==> src/rtl/asm_tok_pkg.sv <==
`timescale 1ns / 1ps
// types, constants and character-class helpers for the assembler tokenizer
// no dependencies; used by assembler_tokenizer_core

package asm_tok_pkg;

    // width of the internal byte offset counter
    localparam int POSITION_BITS = 16;
    // width of reported offsets and lengths
    localparam int FIELD_BITS = 16;
    // result queue depth and its index and count widths
    localparam int QUEUE_DEPTH = 4;
    localparam int QUEUE_IDX_BITS = $clog2(QUEUE_DEPTH);
    localparam int QUEUE_CNT_BITS = $clog2(QUEUE_DEPTH + 1);

    typedef logic [POSITION_BITS-1:0] pos_t;

    // lexer modes
    typedef enum logic [2:0] {
        MODE_IDLE    = 3'd0,
        MODE_MNEM    = 3'd1,
        MODE_FLAG    = 3'd2,
        MODE_NUM     = 3'd3,
        MODE_COMMENT = 3'd4
    } mode_t;

    // token kinds as reported
    typedef enum logic [2:0] {
        KIND_END     = 3'd0,
        KIND_MNEM    = 3'd1,
        KIND_FLAG    = 3'd2,
        KIND_NUM     = 3'd3,
        KIND_UNKNOWN = 3'd4
    } kind_t;

    // character codes
    localparam logic [7:0] CH_NUL   = 8'h00;
    localparam logic [7:0] CH_TAB   = 8'h09;
    localparam logic [7:0] CH_LF    = 8'h0a;
    localparam logic [7:0] CH_CR    = 8'h0d;
    localparam logic [7:0] CH_SPACE = 8'h20;
    localparam logic [7:0] CH_COMMA = 8'h2c;
    localparam logic [7:0] CH_DOT   = 8'h2e;
    localparam logic [7:0] CH_SEMI  = 8'h3b;

    // one queued result item
    typedef struct packed {
        kind_t                 kind;
        logic [FIELD_BITS-1:0] start;
        logic [FIELD_BITS-1:0] length;
        logic                  last;
    } token_t;

    function automatic logic is_letter(input logic [7:0] c);
        return c inside {[8'h61:8'h7a], [8'h41:8'h5a]};
    endfunction

    function automatic logic is_digit(input logic [7:0] c);
        return c inside {[8'h30:8'h39]};
    endfunction

    function automatic logic is_separator(input logic [7:0] c);
        return c inside {CH_SPACE, CH_LF, CH_TAB, CH_CR, CH_COMMA};
    endfunction

    // saturating increment of a byte offset
    function automatic pos_t pos_inc(input pos_t p);
        return (&p) ? p : p + pos_t'(1);
    endfunction

endpackage

==> src/rtl/assembler_tokenizer_core.sv <==
`timescale 1ns / 1ps
// assembler tokenizer: text bytes in, tokens (kind, start, length) out
// depends on asm_tok_pkg

// Takes one text byte per cycle and reports mnemonic, flag, number, unknown
// and end tokens. Each accepted byte updates the lexer state in the cycle it
// is taken and writes zero, one or two result items into a four-entry result
// queue; the output side drains one item per cycle while out_stall is low.
// The input is stalled while fewer than two queue entries are free, so a
// byte is taken every cycle as long as the output is not stalled and bytes
// give at most one token on average. Results are registered in the queue
// and read from its head. last_of_run marks the final item caused by a
// byte. Offsets count from the first byte after reset or after an end
// token and stop at their top value.

module assembler_tokenizer_core (
    input  logic        clk,
    input  logic        rst_n,
    input  logic        in_valid,
    output logic        in_stall,
    input  logic [7:0]  char_code,
    output logic        out_valid,
    input  logic        out_stall,
    output logic [2:0]  token_kind,
    output logic [15:0] token_start,
    output logic [15:0] token_length,
    output logic        last_of_run
);

    // lexer state
    asm_tok_pkg::mode_t mode_reg, mode_next;
    asm_tok_pkg::pos_t  begin_reg, begin_next;
    asm_tok_pkg::pos_t  pos_reg, pos_next;

    // result queue
    asm_tok_pkg::token_t queue_reg [asm_tok_pkg::QUEUE_DEPTH];
    logic [asm_tok_pkg::QUEUE_IDX_BITS-1:0] wr_ptr_reg, wr_ptr_next;
    logic [asm_tok_pkg::QUEUE_IDX_BITS-1:0] rd_ptr_reg, rd_ptr_next;
    logic [asm_tok_pkg::QUEUE_CNT_BITS-1:0] count_reg, count_next;
    logic [asm_tok_pkg::QUEUE_IDX_BITS-1:0] wr_ptr_plus1;

    logic                accept;
    logic                pop;
    logic                close_v;
    logic                second_v;
    logic                between;
    asm_tok_pkg::token_t close_tok;
    asm_tok_pkg::token_t second_tok;
    asm_tok_pkg::token_t entry0;
    asm_tok_pkg::token_t entry1;
    logic [1:0]          n_res;
    asm_tok_pkg::pos_t   tok_len;

    // handshakes
    assign in_stall = (count_reg > asm_tok_pkg::QUEUE_CNT_BITS'(asm_tok_pkg::QUEUE_DEPTH - 2));
    assign accept   = in_valid && !in_stall;
    assign out_valid = (count_reg != '0);
    assign pop       = out_valid && !out_stall;

    assign tok_len = (pos_reg >= begin_reg) ? (pos_reg - begin_reg) : '0;

    // lexer step: state update and the results of this byte
    always_comb
    begin
        mode_next  = mode_reg;
        begin_next = begin_reg;
        pos_next   = asm_tok_pkg::pos_inc(pos_reg);
        between    = 1'b0;
        close_v    = 1'b0;
        second_v   = 1'b0;
        close_tok  = '{kind: asm_tok_pkg::KIND_END,
                       start: asm_tok_pkg::FIELD_BITS'(begin_reg),
                       length: asm_tok_pkg::FIELD_BITS'(tok_len),
                       last: 1'b0};
        second_tok = '{kind: asm_tok_pkg::KIND_END,
                       start: asm_tok_pkg::FIELD_BITS'(pos_reg),
                       length: asm_tok_pkg::FIELD_BITS'(1),
                       last: 1'b0};

        // close or continue the open token
        case (mode_reg)
            asm_tok_pkg::MODE_MNEM,
            asm_tok_pkg::MODE_FLAG:
            begin
                if (!(asm_tok_pkg::is_letter(char_code) || asm_tok_pkg::is_digit(char_code)))
                begin
                    close_v        = 1'b1;
                    close_tok.kind = (mode_reg == asm_tok_pkg::MODE_MNEM)
                                   ? asm_tok_pkg::KIND_MNEM : asm_tok_pkg::KIND_FLAG;
                    between        = 1'b1;
                end
            end
            asm_tok_pkg::MODE_NUM:
            begin
                if (!asm_tok_pkg::is_digit(char_code))
                begin
                    close_v        = 1'b1;
                    close_tok.kind = asm_tok_pkg::KIND_NUM;
                    between        = 1'b1;
                end
            end
            asm_tok_pkg::MODE_COMMENT:
            begin
                if (char_code == asm_tok_pkg::CH_LF)
                begin
                    mode_next = asm_tok_pkg::MODE_IDLE;
                end
                else if (char_code == asm_tok_pkg::CH_NUL)
                begin
                    between = 1'b1;
                end
            end
            default:
            begin
                between = 1'b1;
            end
        endcase

        // byte handled as if between tokens
        if (between)
        begin
            mode_next = asm_tok_pkg::MODE_IDLE;
            if (char_code == asm_tok_pkg::CH_NUL)
            begin
                second_v        = 1'b1;
                second_tok.kind = asm_tok_pkg::KIND_END;
                pos_next        = '0;
            end
            else if (asm_tok_pkg::is_separator(char_code))
            begin
                mode_next = asm_tok_pkg::MODE_IDLE;
            end
            else if (asm_tok_pkg::is_letter(char_code))
            begin
                mode_next  = asm_tok_pkg::MODE_MNEM;
                begin_next = pos_reg;
            end
            else if (char_code == asm_tok_pkg::CH_DOT)
            begin
                mode_next  = asm_tok_pkg::MODE_FLAG;
                begin_next = asm_tok_pkg::pos_inc(pos_reg);
            end
            else if (asm_tok_pkg::is_digit(char_code))
            begin
                mode_next  = asm_tok_pkg::MODE_NUM;
                begin_next = pos_reg;
            end
            else if (char_code == asm_tok_pkg::CH_SEMI)
            begin
                mode_next = asm_tok_pkg::MODE_COMMENT;
            end
            else
            begin
                second_v        = 1'b1;
                second_tok.kind = asm_tok_pkg::KIND_UNKNOWN;
            end
        end

        // order the results and mark the final one
        n_res       = {1'b0, close_v} + {1'b0, second_v};
        entry0      = close_v ? close_tok : second_tok;
        entry1      = second_tok;
        entry0.last = (n_res == 2'd1);
        entry1.last = 1'b1;
    end

    // queue pointer and count arithmetic
    assign wr_ptr_plus1 = wr_ptr_reg + asm_tok_pkg::QUEUE_IDX_BITS'(1);

    always_comb
    begin
        wr_ptr_next = wr_ptr_reg;
        rd_ptr_next = rd_ptr_reg;
        count_next  = count_reg;
        if (accept)
        begin
            wr_ptr_next = wr_ptr_reg + asm_tok_pkg::QUEUE_IDX_BITS'(n_res);
            count_next  = count_next + asm_tok_pkg::QUEUE_CNT_BITS'(n_res);
        end
        if (pop)
        begin
            rd_ptr_next = rd_ptr_reg + asm_tok_pkg::QUEUE_IDX_BITS'(1);
            count_next  = count_next - asm_tok_pkg::QUEUE_CNT_BITS'(1);
        end
    end

    // control and lexer state registers
    always_ff @(posedge clk or negedge rst_n)
    begin
        if (!rst_n)
        begin
            mode_reg   <= asm_tok_pkg::MODE_IDLE;
            begin_reg  <= '0;
            pos_reg    <= '0;
            wr_ptr_reg <= '0;
            rd_ptr_reg <= '0;
            count_reg  <= '0;
        end
        else
        begin
            if (accept)
            begin
                mode_reg  <= mode_next;
                begin_reg <= begin_next;
                pos_reg   <= pos_next;
            end
            wr_ptr_reg <= wr_ptr_next;
            rd_ptr_reg <= rd_ptr_next;
            count_reg  <= count_next;
        end
    end

    // queue storage
    always_ff @(posedge clk)
    begin
        if (accept && (n_res != 2'd0))
        begin
            queue_reg[wr_ptr_reg] <= entry0;
        end
        if (accept && (n_res == 2'd2))
        begin
            queue_reg[wr_ptr_plus1] <= entry1;
        end
    end

    // output fields from the queue head
    assign token_kind   = queue_reg[rd_ptr_reg].kind;
    assign token_start  = queue_reg[rd_ptr_reg].start;
    assign token_length = queue_reg[rd_ptr_reg].length;
    assign last_of_run  = queue_reg[rd_ptr_reg].last;

endmodule
==> config.mk <==
export PLATFORM = sky130hd
export DESIGN_NAME = assembler_tokenizer_core
export DESIGN_NICKNAME = d
export VERILOG_FILES = /design/src/rtl/asm_tok_pkg.sv /design/src/rtl/assembler_tokenizer_core.sv
export SDC_FILE = /design/constraint.sdc
export NUM_CORES = 1
export LEC_CHECK = 0
export ABC_CLOCK_PERIOD_IN_PS = 2700
export BUFFER_PORTS_ARGS = -buffer_cell sky130_fd_sc_hd__buf_2
export CAP_MARGIN = 20
export CELL_PAD_IN_SITES_DETAIL_PLACEMENT = 0
export CELL_PAD_IN_SITES_GLOBAL_PLACEMENT = 2
export CORE_MARGIN = 5
export CORE_UTILIZATION = 38
export CTS_CLUSTER_SIZE = 12
export DETAILED_ROUTE_END_ITERATION = 6
export GPL_TIMING_DRIVEN = 0
export PLACE_DENSITY_LB_ADDON = 0.1
export SLEW_MARGIN = 15
export SYNTH_ARGS = -nofsm -noshare
export SYNTH_HDL_FRONTEND = slang
export SYNTH_SLANG_ARGS = --single-unit
==> constraint.sdc <==
create_clock -name clk -period 2.7 [get_ports clk]
set_input_delay 0.54 -clock clk [delete_from_list [all_inputs] [get_ports clk]]
set_output_delay 0.54 -clock clk [all_outputs]
set_load 0.05 [all_outputs]
==> flow_summary.json, run 1 <==
{
  "layout_min_cycle_time_ns": 3.06,
  "h-tree-depth": 4,
  "final_nets": 1075,
  "wl_um": 33300,
  "postRouteAntennaNets": 0,
  "area_delta_synth_final_pct": 37.7,
  "synth-edff-count": 68,
  "die_h_um": 169,
  "status": "finished, violations left",
  "rsz0062_at_grt": "true",
  "first_pass_iters": 5,
  "ys_types": 74,
  "synth.most_common_cell": "a22o_1",
  "grt_max_degree": 43,
  "synth-seq-area-share_pct": 48.0,
  "grt_first_pass_wirelength_um": 49400,
  "yosysWarningCount": 0,
  "whs_ns": 0.369,
  "cts_buffers": 17,
  "syn_avg_cell_area_um2": 11.2,
  "cp.buffers_inverters": 5,
  "tightest_slew_ns": 1.06,
  "max_freq_mhz": 327,
  "drive_above_1_share_pct": 38.8,
  "syn-num-nets": 894,
  "synth.ff_latch_count": 186,
  "synthCells": 857,
  "core-area_um2": 25000,
  "r2r_end": "queue_reg[3][24]",
  "r2r_start": "mode_reg[1]",
  "cpMaxStageDelayCell": "or4_4",
  "final_cells": 1381,
  "cp_max_fo": 5,
  "setup_tns_ns": -43.69,
  "max_slew_margin_pct": 28.8,
  "crit_path_end_kind": "register",
  "yosys_most_used_dff": "dfxtp_1",
  "diodes": 0,
  "die_w_um": 169,
  "drt-wirelength-per-cell_um": 24.1,
  "hold_viol": 0,
  "path_cells": "buf_8, or4_4, or3_4, nand3_2, and4_4, inv_2, ha_4, or3_1, clkbuf_8, or2_4, buf_12, clkbuf_16, o21ai_2",
  "period_share_pct": 113,
  "drc": 0,
  "startpoint_type": "input port",
  "cts_tree": "built",
  "cts_buffer_depth": 2,
  "fin_ws_ns": -0.360,
  "grt_pass1_vias": 8132,
  "yosysTopAreaCell": "edfxtp_1",
  "stdcell_area_um2": 13200,
  "start_util_pct": 38.4,
  "crit_family": "simple AND/OR/NAND/NOR gates",
  "clk_pin_slew_ns": 0.08,
  "power_density_nw_per_um2": 951,
  "critPathMaxStageDelay_ns": 0.54,
  "die_area_um2": 28600,
  "path_class": "in2reg",
  "required_ns": 3.00,
  "overflow": 0,
  "yosys-top-cells-area": "edfxtp_1, dfxtp_1, dfrtp_1, a22o_1, mux4_2",
  "placementRows": 58,
  "netlist_area_um2": 9620,
  "clk_latency_ns": 0.44,
  "largest_reg_flops": 144,
  "clockRootBuffer": "clkbuf_16",
  "setup_viol": 210,
  "avgViaCountPerCell": 5.81,
  "hpwl_um": 20700,
  "min_path_type": "in2reg",
  "gp_congestion": 0.811,
  "synth-async-reset-ratio_pct": 22.6,
  "antenna_found_initial": 0,
  "place_area_um2": 10500,
  "synth.top_cells.by_count": "a22o_1, nand2_1, dfxtp_1",
  "finClkSkew_ns": 0.0130,
  "cp_num_cells": 13,
  "endpoint": "queue_reg[2][26]",
  "crit_arrival_ns": 3.36,
  "peakVddDrop_uv": 459,
  "violations": "setup timing",
  "dp.cells": 1233,
  "via_count": 8025,
  "cp-startpoint": "char_code[6]",
  "synth_top_area_share_pct": 21.2,
  "cap_viol_max_count": 0,
  "track_usage_pct": 22.8,
  "slew_viol_final": 0,
  "clock_sinks": 186,
  "cellLeakagePower_uw": 0.00540,
  "drt_iter0_markers": 545,
  "port-buffer-count": 46,
  "rrSetupSlack_ns": -0.33,
  "r2r_cells": 15,
  "dp_slack_ns": -1.31,
  "io_pins": 50
}
cell families (layout without fill, tap and decap cells):
group	after synthesis	in the layout	synth area share, %
buf+inv	94	287	4.93
simple gates	212	213	11.4
fa+ha+maj	25	25	3.41
flops	186	186	48.0
xor+xnor	31	31	2.82
mux	42	42	9.09
compound gates	267	267	20.3
timing repair:
| action | in CTS | in global routing |
|---|---|---|
| gates resized for setup | 193 | 80 |
| hold buffers | 0 | 1 |
| pin swaps | 69 | 68 |
| endpoints found under the setup margin | 263 | 229 |
| setup buffers | 98 | 16 |
| cloned | 15 | 7 |
| endpoints found under the hold margin | 0 | 10 |
through the flow:
| step | utilization [%] | total power (uW) |
|---|---|---|
| global placement | 41.7 | 8450 |
| floorplan | - | 7180 |
| CTS | 51.5 | 12400 |
| detailed placement | 41.8 | 8550 |
| finish | 52.9 | 12600 |
| global route | 52.9 | 13200 |
worst min-delay path by stage:
stage	from	end	slack (ns)	cells past startpoint
after floorplan	rst_n	begin_reg[0]	0.24	0
after global placement	queue_reg[3][15]	queue_reg[3][15]	0.43	2
after detailed placement	queue_reg[2][33]	queue_reg[2][33]	0.44	2
after CTS	rst_n	begin_reg[10]	0.29	1
after global routing	char_code[0]	mode_reg[2]	0.36	2
final	char_code[0]	mode_reg[2]	0.37	2
layer usage:
layer	global-route usage, %	share of wire (%)	vias up
met2	39.4	51	284
li1	-	-	3626
met5	0	0	-
met3	2.83	4.7	56
met4	7.56	2.5	0
met1	30.0	42	4059
cell type report:
class	count	area, um2
fillers	2149	11800
well taps	330	413
clock buffers	18	450
repair buffers	171	1870
plain buffers	52	515
flip-flops and latches	186	4620
multi-input cells	578	5070
clock inverters	14	166
inverters	32	140
worst reg2reg max path, delay by kind of cell (launching register included):
family,cells,cell delay [ns]
buf+inv,6,0.72
fa+ha+maj,1,0.16
compound gates,3,0.63
flops,1,0.43
simple gates,5,0.86
layout by cell type, fill, tap and decap left out, types with 33 or more instances in the layout:
cell type / instances
a22o_1: 108
dfxtp_1: 76
edfxtp_1: 68
nand2_1: 62
buf_2: 50
buf_6: 50
buf_4: 48
nor2_1: 42
dfrtp_1: 38
mux4_2: 36
a21oi_1: 33
power breakdown:
part	leakage (uW)	total [uW]	switching, uW	internal (uW)
combinational	0.00325	6320	3770	2550
clock	0.000306	2640	1250	1390
sequential	0.00185	3630	380	3250
(Power assumes the default switching activity.)
==> run 2, diff against run 1 <==
--- a/config.mk
+++ b/config.mk
@@ -10,7 +10,7 @@
 export CAP_MARGIN = 20
 export CELL_PAD_IN_SITES_DETAIL_PLACEMENT = 0
 export CELL_PAD_IN_SITES_GLOBAL_PLACEMENT = 2
-export CORE_MARGIN = 5
+export CORE_MARGIN = 3
 export CORE_UTILIZATION = 38
 export CTS_CLUSTER_SIZE = 12
 export DETAILED_ROUTE_END_ITERATION = 6
==> flow_summary.json, run 2 (same netlist as run 1, synthesis figures left out) <==
{
  "status": "finished, violations left",
  "violations": "setup timing",
  "port-buffer-count": 46,
  "fin_ws_ns": -0.368,
  "clockRootBuffer": "clkbuf_16",
  "first_pass_iters": 5,
  "crit_arrival_ns": 3.36,
  "clock_sinks": 186,
  "finClkSkew_ns": 0.00758,
  "largest_reg_flops": 144,
  "ctsHoldBuffers": 0,
  "drive_above_1_share_pct": 37.3,
  "period_share_pct": 114,
  "placementRows": 57,
  "cts_buffer_depth": 2,
  "die_area_um2": 27300,
  "pwr-share-comb_pct": 50.0,
  "required_ns": 2.99,
  "cp_max_fo": 7,
  "via_count": 7835,
  "cap_viol_max_count": 0,
  "hpwl_um": 20300,
  "setup_viol": 210,
  "grt_max_degree": 43,
  "crit_path_end_kind": "register",
  "clk_latency_ns": 0.43,
  "r2r_cells": 13,
  "start_util_pct": 39.1,
  "cp_num_cells": 13,
  "internal_power_uw": 6960,
  "rrSetupSlack_ns": -0.30,
  "avgViaCountPerCell": 5.69,
  "final_nets": 1076,
  "dp.cells": 1228,
  "cellLeakagePower_uw": 0.00531,
  "power_density_nw_per_um2": 937,
  "max_slew_margin_pct": 33.7,
  "gp_congestion": 0.822,
  "wl_um": 32000,
  "overflow": 0,
  "layout_min_cycle_time_ns": 3.07,
  "drt_iter0_markers": 615,
  "io_pins": 50,
  "rsz0062_at_grt": "true",
  "tightest_slew_ns": 0.995,
  "final_common_cell": "a22o_1",
  "clk_pin_slew_ns": 0.07,
  "startpoint_type": "input port",
  "path_class": "in2reg",
  "path_cells": "buf_12, or4_4, or3_4, nand3_2, and4_4, inv_2, ha_4, or3_1, clkbuf_8, or2_4, buf_12, clkbuf_16, o21ai_2",
  "min_path_type": "in2async",
  "diodes": 0,
  "hold_viol": 0,
  "cpMaxStageDelayCell": "or4_4",
  "drt-wirelength-per-cell_um": 23.3,
  "r2r_start": "mode_reg[1]",
  "setup_tns_ns": -42.35,
  "area_delta_synth_final_pct": 34.4,
  "die_w_um": 165,
  "final_cells": 1376,
  "pwr-share-seq_pct": 30.2,
  "stdcell_area_um2": 12900,
  "core-area_um2": 24600,
  "track_usage_pct": 23.5,
  "postRouteAntennaNets": 0,
  "power.share.switching_pct": 42.5,
  "grt_pass1_vias": 7892,
  "r2r_end": "count_reg[2]",
  "slew_viol_final": 0,
  "antenna_found_initial": 0,
  "clkPwrFrac_pct": 19.9,
  "cts_tree": "built",
  "final_cell_mix": "a22o_1, dfxtp_1, edfxtp_1, nand2_1",
  "critPathMaxStageDelay_ns": 0.55,
  "crit_path_frequent_cell": "buf_12",
  "h-tree-depth": 4,
  "cts_buffers": 17,
  "drc": 0,
  "grt_first_pass_wirelength_um": 47400,
  "cp.buffers_inverters": 5,
  "crit_family": "simple AND/OR/NAND/NOR gates",
  "die_h_um": 165,
  "place_area_um2": 10400,
  "peakVddDrop_uv": 455,
  "p_sw_uw": 5150,
  "max_freq_mhz": 326
}
[run 2: cell types whose count changed in the layout (fill, tap and decap cells not counted), sizes merged]
cell         before  now
bufinv            1    0
clkbuf           46   45
buf             194  200
dlygate4sd3       1    0
inv              38   32
clkinv            3    7
[run 2: repair_timing]
item                                    CTS  global route
resized for setup                       168            89
cloned                                   12             6
pin swaps                                60            59
buffers inserted                         87            31
endpoints found under the setup margin  259           233
[run 2: power by group through the flow]
stage,clock network [uW],logic [uW],registers (uW)
2_1_floorplan,0,3680,3500
6_report,2400,6050,3650
3_5_place_dp,0,4900,3630
3_3_place_gp,0,4840,3610
4_1_cts,2440,5900,3620
5_1_grt,2540,6490,3690
[run 2: final cells by class]
cell class | count | area, um2
Timing Repair Buffer | 173 | 1730
Clock buffer | 21 | 472
Tap cell | 324 | 405
Fill cell | 2155 | 11700
Sequential cell | 186 | 4620
Clock inverter | 11 | 82.6
Inverter | 32 | 140
Multi-Input combinational cell | 578 | 5000
Buffer | 51 | 477
[run 2: worst reg2reg max path, cell delays in order, from the launching register on]
cell and delay, ns:
dfrtp_1 0.43, and2_1 0.20, or3_1 0.34, o22a_1 0.19
and4_4 0.21, ha_4 0.29, ha_4 0.12, inv_2 0.03
fa_1 0.48, nor2_2 0.05, a21oi_2 0.21, ha_4 0.17
nand2_2 0.04, xor2_1 0.14
[run 2: metrics by stage]
| stage | total power, uW | setup WS (ns) | util [%] | hold slack, ns |
|---|---|---|---|---|
| floorplan | 7180 | -0.685 | - | 0.244 |
| global placement | 8450 | -1.28 | 42.4 | 0.434 |
| detailed placement | 8530 | -1.32 | 42.5 | 0.446 |
| CTS | 12000 | -0.412 | 51.0 | 0.299 |
| global route | 12700 | -0.468 | 52.5 | 0.334 |
| finish | 12100 | -0.368 | 52.5 | 0.265 |
[run 2: how the worst max path moves through the flow]
stage            startpoint          endpoint  slack, ns
6_report       char_code[4]  queue_reg[2][30]      -0.37
5_1_grt        char_code[5]      count_reg[2]      -0.47
4_1_cts        char_code[6]      count_reg[2]      -0.41
3_5_place_dp   char_code[0]  queue_reg[2][28]      -1.32
3_3_place_gp   char_code[0]  queue_reg[2][28]      -1.28
2_1_floorplan  char_code[0]  queue_reg[2][17]      -0.68
[run 2: layer usage]
layer  GRT usage (%)  part of all wire, %
met4            8.16                  2.8
met3            4.32                  5.6
met2            39.2                   49
met1            30.7                   43
met5               0                    0
==> run 3, diff against run 2 <==
--- a/config.mk
+++ b/config.mk
@@ -5,13 +5,13 @@
 export SDC_FILE = /design/constraint.sdc
 export NUM_CORES = 1
 export LEC_CHECK = 0
-export ABC_CLOCK_PERIOD_IN_PS = 2700
+export ABC_CLOCK_PERIOD_IN_PS = 3550
 export BUFFER_PORTS_ARGS = -buffer_cell sky130_fd_sc_hd__buf_2
 export CAP_MARGIN = 20
 export CELL_PAD_IN_SITES_DETAIL_PLACEMENT = 0
 export CELL_PAD_IN_SITES_GLOBAL_PLACEMENT = 2
 export CORE_MARGIN = 3
-export CORE_UTILIZATION = 38
+export CORE_UTILIZATION = 45
 export CTS_CLUSTER_SIZE = 12
 export DETAILED_ROUTE_END_ITERATION = 6
 export GPL_TIMING_DRIVEN = 0
==> constraint.sdc (replaced) <==
create_clock -name clk -period 3.55 [get_ports clk]
set_input_delay 0.71 -clock clk [delete_from_list [all_inputs] [get_ports clk]]
set_output_delay 0.71 -clock clk [all_outputs]
set_load 0.05 [all_outputs]
==> flow_summary.json, run 3 (same netlist as run 1, synthesis figures left out) <==
{
  "status": "finished clean",
  "diodes": 0,
  "rrSetupSlack_ns": 0.29,
  "cts_tree": "built",
  "overflow": 0,
  "h-tree-depth": 4,
  "dp.cells": 1174,
  "clockRootBuffer": "clkbuf_16",
  "cellLeakagePower_uw": 0.00446,
  "die_w_um": 152,
  "required_ns": 3.82,
  "wl_um": 26900,
  "clk_pin_slew_ns": 0.08,
  "final_nets": 977,
  "avgViaCountPerCell": 5.99,
  "startpoint_type": "input port",
  "finalPower_uw": 8310,
  "drt_iter0_markers": 518,
  "setup_tns_ns": 0,
  "placementRows": 52,
  "core-area_um2": 20600,
  "cts_buffer_depth": 2,
  "tightest_slew_ns": 1.02,
  "clk_latency_ns": 0.44,
  "postRouteAntennaNets": 0,
  "finClkSkew_ns": 0.0140,
  "stdcell_area_um2": 11100,
  "largest_reg_flops": 144,
  "crit_path_end_kind": "register",
  "max_slew_margin_pct": 31.5,
  "place_area_um2": 10300,
  "cp.buffers_inverters": 6,
  "cts_buffers": 17,
  "final_cell_mix": "a22o_1, nand2_1, dfxtp_1, edfxtp_1, buf_2",
  "cp_max_fo": 10,
  "path_class": "in2reg",
  "antenna_found_initial": 0,
  "crit_arrival_ns": 3.79,
  "via_count": 7322,
  "cap_viol_max_count": 0,
  "min_path_type": "in2async",
  "critPathMaxStageDelay_ns": 0.56,
  "peakVddDrop_uv": 320,
  "drc": 0,
  "period_share_pct": 99.1,
  "grt_pass1_vias": 7371,
  "grt_first_pass_wirelength_um": 41800,
  "whs_ns": 0.142,
  "slew_viol_final": 0,
  "final_cells": 1223,
  "drive_above_1_share_pct": 22.1,
  "layout_min_cycle_time_ns": 3.52,
  "hold_viol": 0,
  "first_pass_iters": 5,
  "grt_max_degree": 43,
  "io_pins": 50,
  "rsz0062_at_grt": "true",
  "gp_congestion": 0.800,
  "clock_sinks": 186,
  "track_usage_pct": 23.1,
  "final_common_cell": "a22o_1",
  "setup_viol": 0,
  "max_freq_mhz": 284,
  "start_util_pct": 46.6,
  "die_h_um": 152,
  "die_area_um2": 23200,
  "crit_family": "simple AND/OR/NAND/NOR gates",
  "port-buffer-count": 46,
  "cpMaxStageDelayCell": "or4_4",
  "power_density_nw_per_um2": 746,
  "path_cells": "buf_2, or4_4, or3_4, clkbuf_8, nand3_2, and4_4, inv_2, ha_4, or3_1, buf_4, or2_4, buf_8, buf_6, o21ai_0",
  "hpwl_um": 19400,
  "area_delta_synth_final_pct": 15.8,
  "drt-wirelength-per-cell_um": 22.0,
  "ctsHoldBuffers": 0
}
-- run 3: cell types whose count changed in the layout (fill, tap and decap cells not counted), sizes merged --
cell	previous run	this run
nor2	53	52
inv	32	35
clkinv	7	2
clkdlybuf4s15	0	2
buf	200	95
clkinvlp	4	6
clkbuf	45	50
-- run 3: area by class of cell --
type / count / area, um2
Clock inverter: 11 / 85.1
Inverter: 32 / 138
Buffer: 61 / 427
Clock buffer: 21 / 462
Timing Repair Buffer: 65 / 433
Fill cell: 1800 / 9490
Multi-Input combinational cell: 577 / 4640
Tap cell: 270 / 338
Sequential cell: 186 / 4610
-- run 3: per-layer routing --
metal	vias to the layer above	GRT usage [%]	part of all wire, %
met2	226	37.8	48
met5	-	0	0
met4	0	5.95	1.7
met3	25	4.69	6.1
met1	3671	31.7	44
li1	3400	-	-
-- run 3: what timing repair did --
| action | CTS | global route |
|---|---|---|
| gates cloned | 0 | 0 |
| pin swaps | 1 | 3 |
| resized for setup | 12 | 18 |
| endpoints found under the setup margin | 134 | 127 |
| setup buffers | 12 | 5 |
-- run 3: metrics by stage --
| step | utilization, % | worst slack, ns |
|---|---|---|
| final | 54.0 | 0.0303 |
| after global routing | 54.0 | -0.0275 |
| after CTS | 53.5 | 0.00548 |
| after detailed placement | 50.0 | -0.838 |
| after global placement | 49.9 | -0.772 |
| after floorplan | - | -0.00213 |
-- run 3: path summary, 6_finish.rpt --
path	start	endpoint	cells past startpoint
max	char_code[0]	queue_reg[2][26]	14
min	rst_n	pos_reg[14]	1
max reg2reg	pos_reg[0]	queue_reg[1][13]	13
min reg2reg	queue_reg[0][33]	queue_reg[0][33]	2
max in group asynchronous	rst_n	mode_reg[0]	2
min in group clk	queue_reg[0][33]	queue_reg[0][33]	2
-- run 3: power by group --
group / switching (uW) / leakage, uW / internal [uW]
clock: 881 / 0.000265 / 952
combinational: 2460 / 0.00234 / 1300
sequential: 254 / 0.00185 / 2470
total: 3590 / 0.00446 / 4720
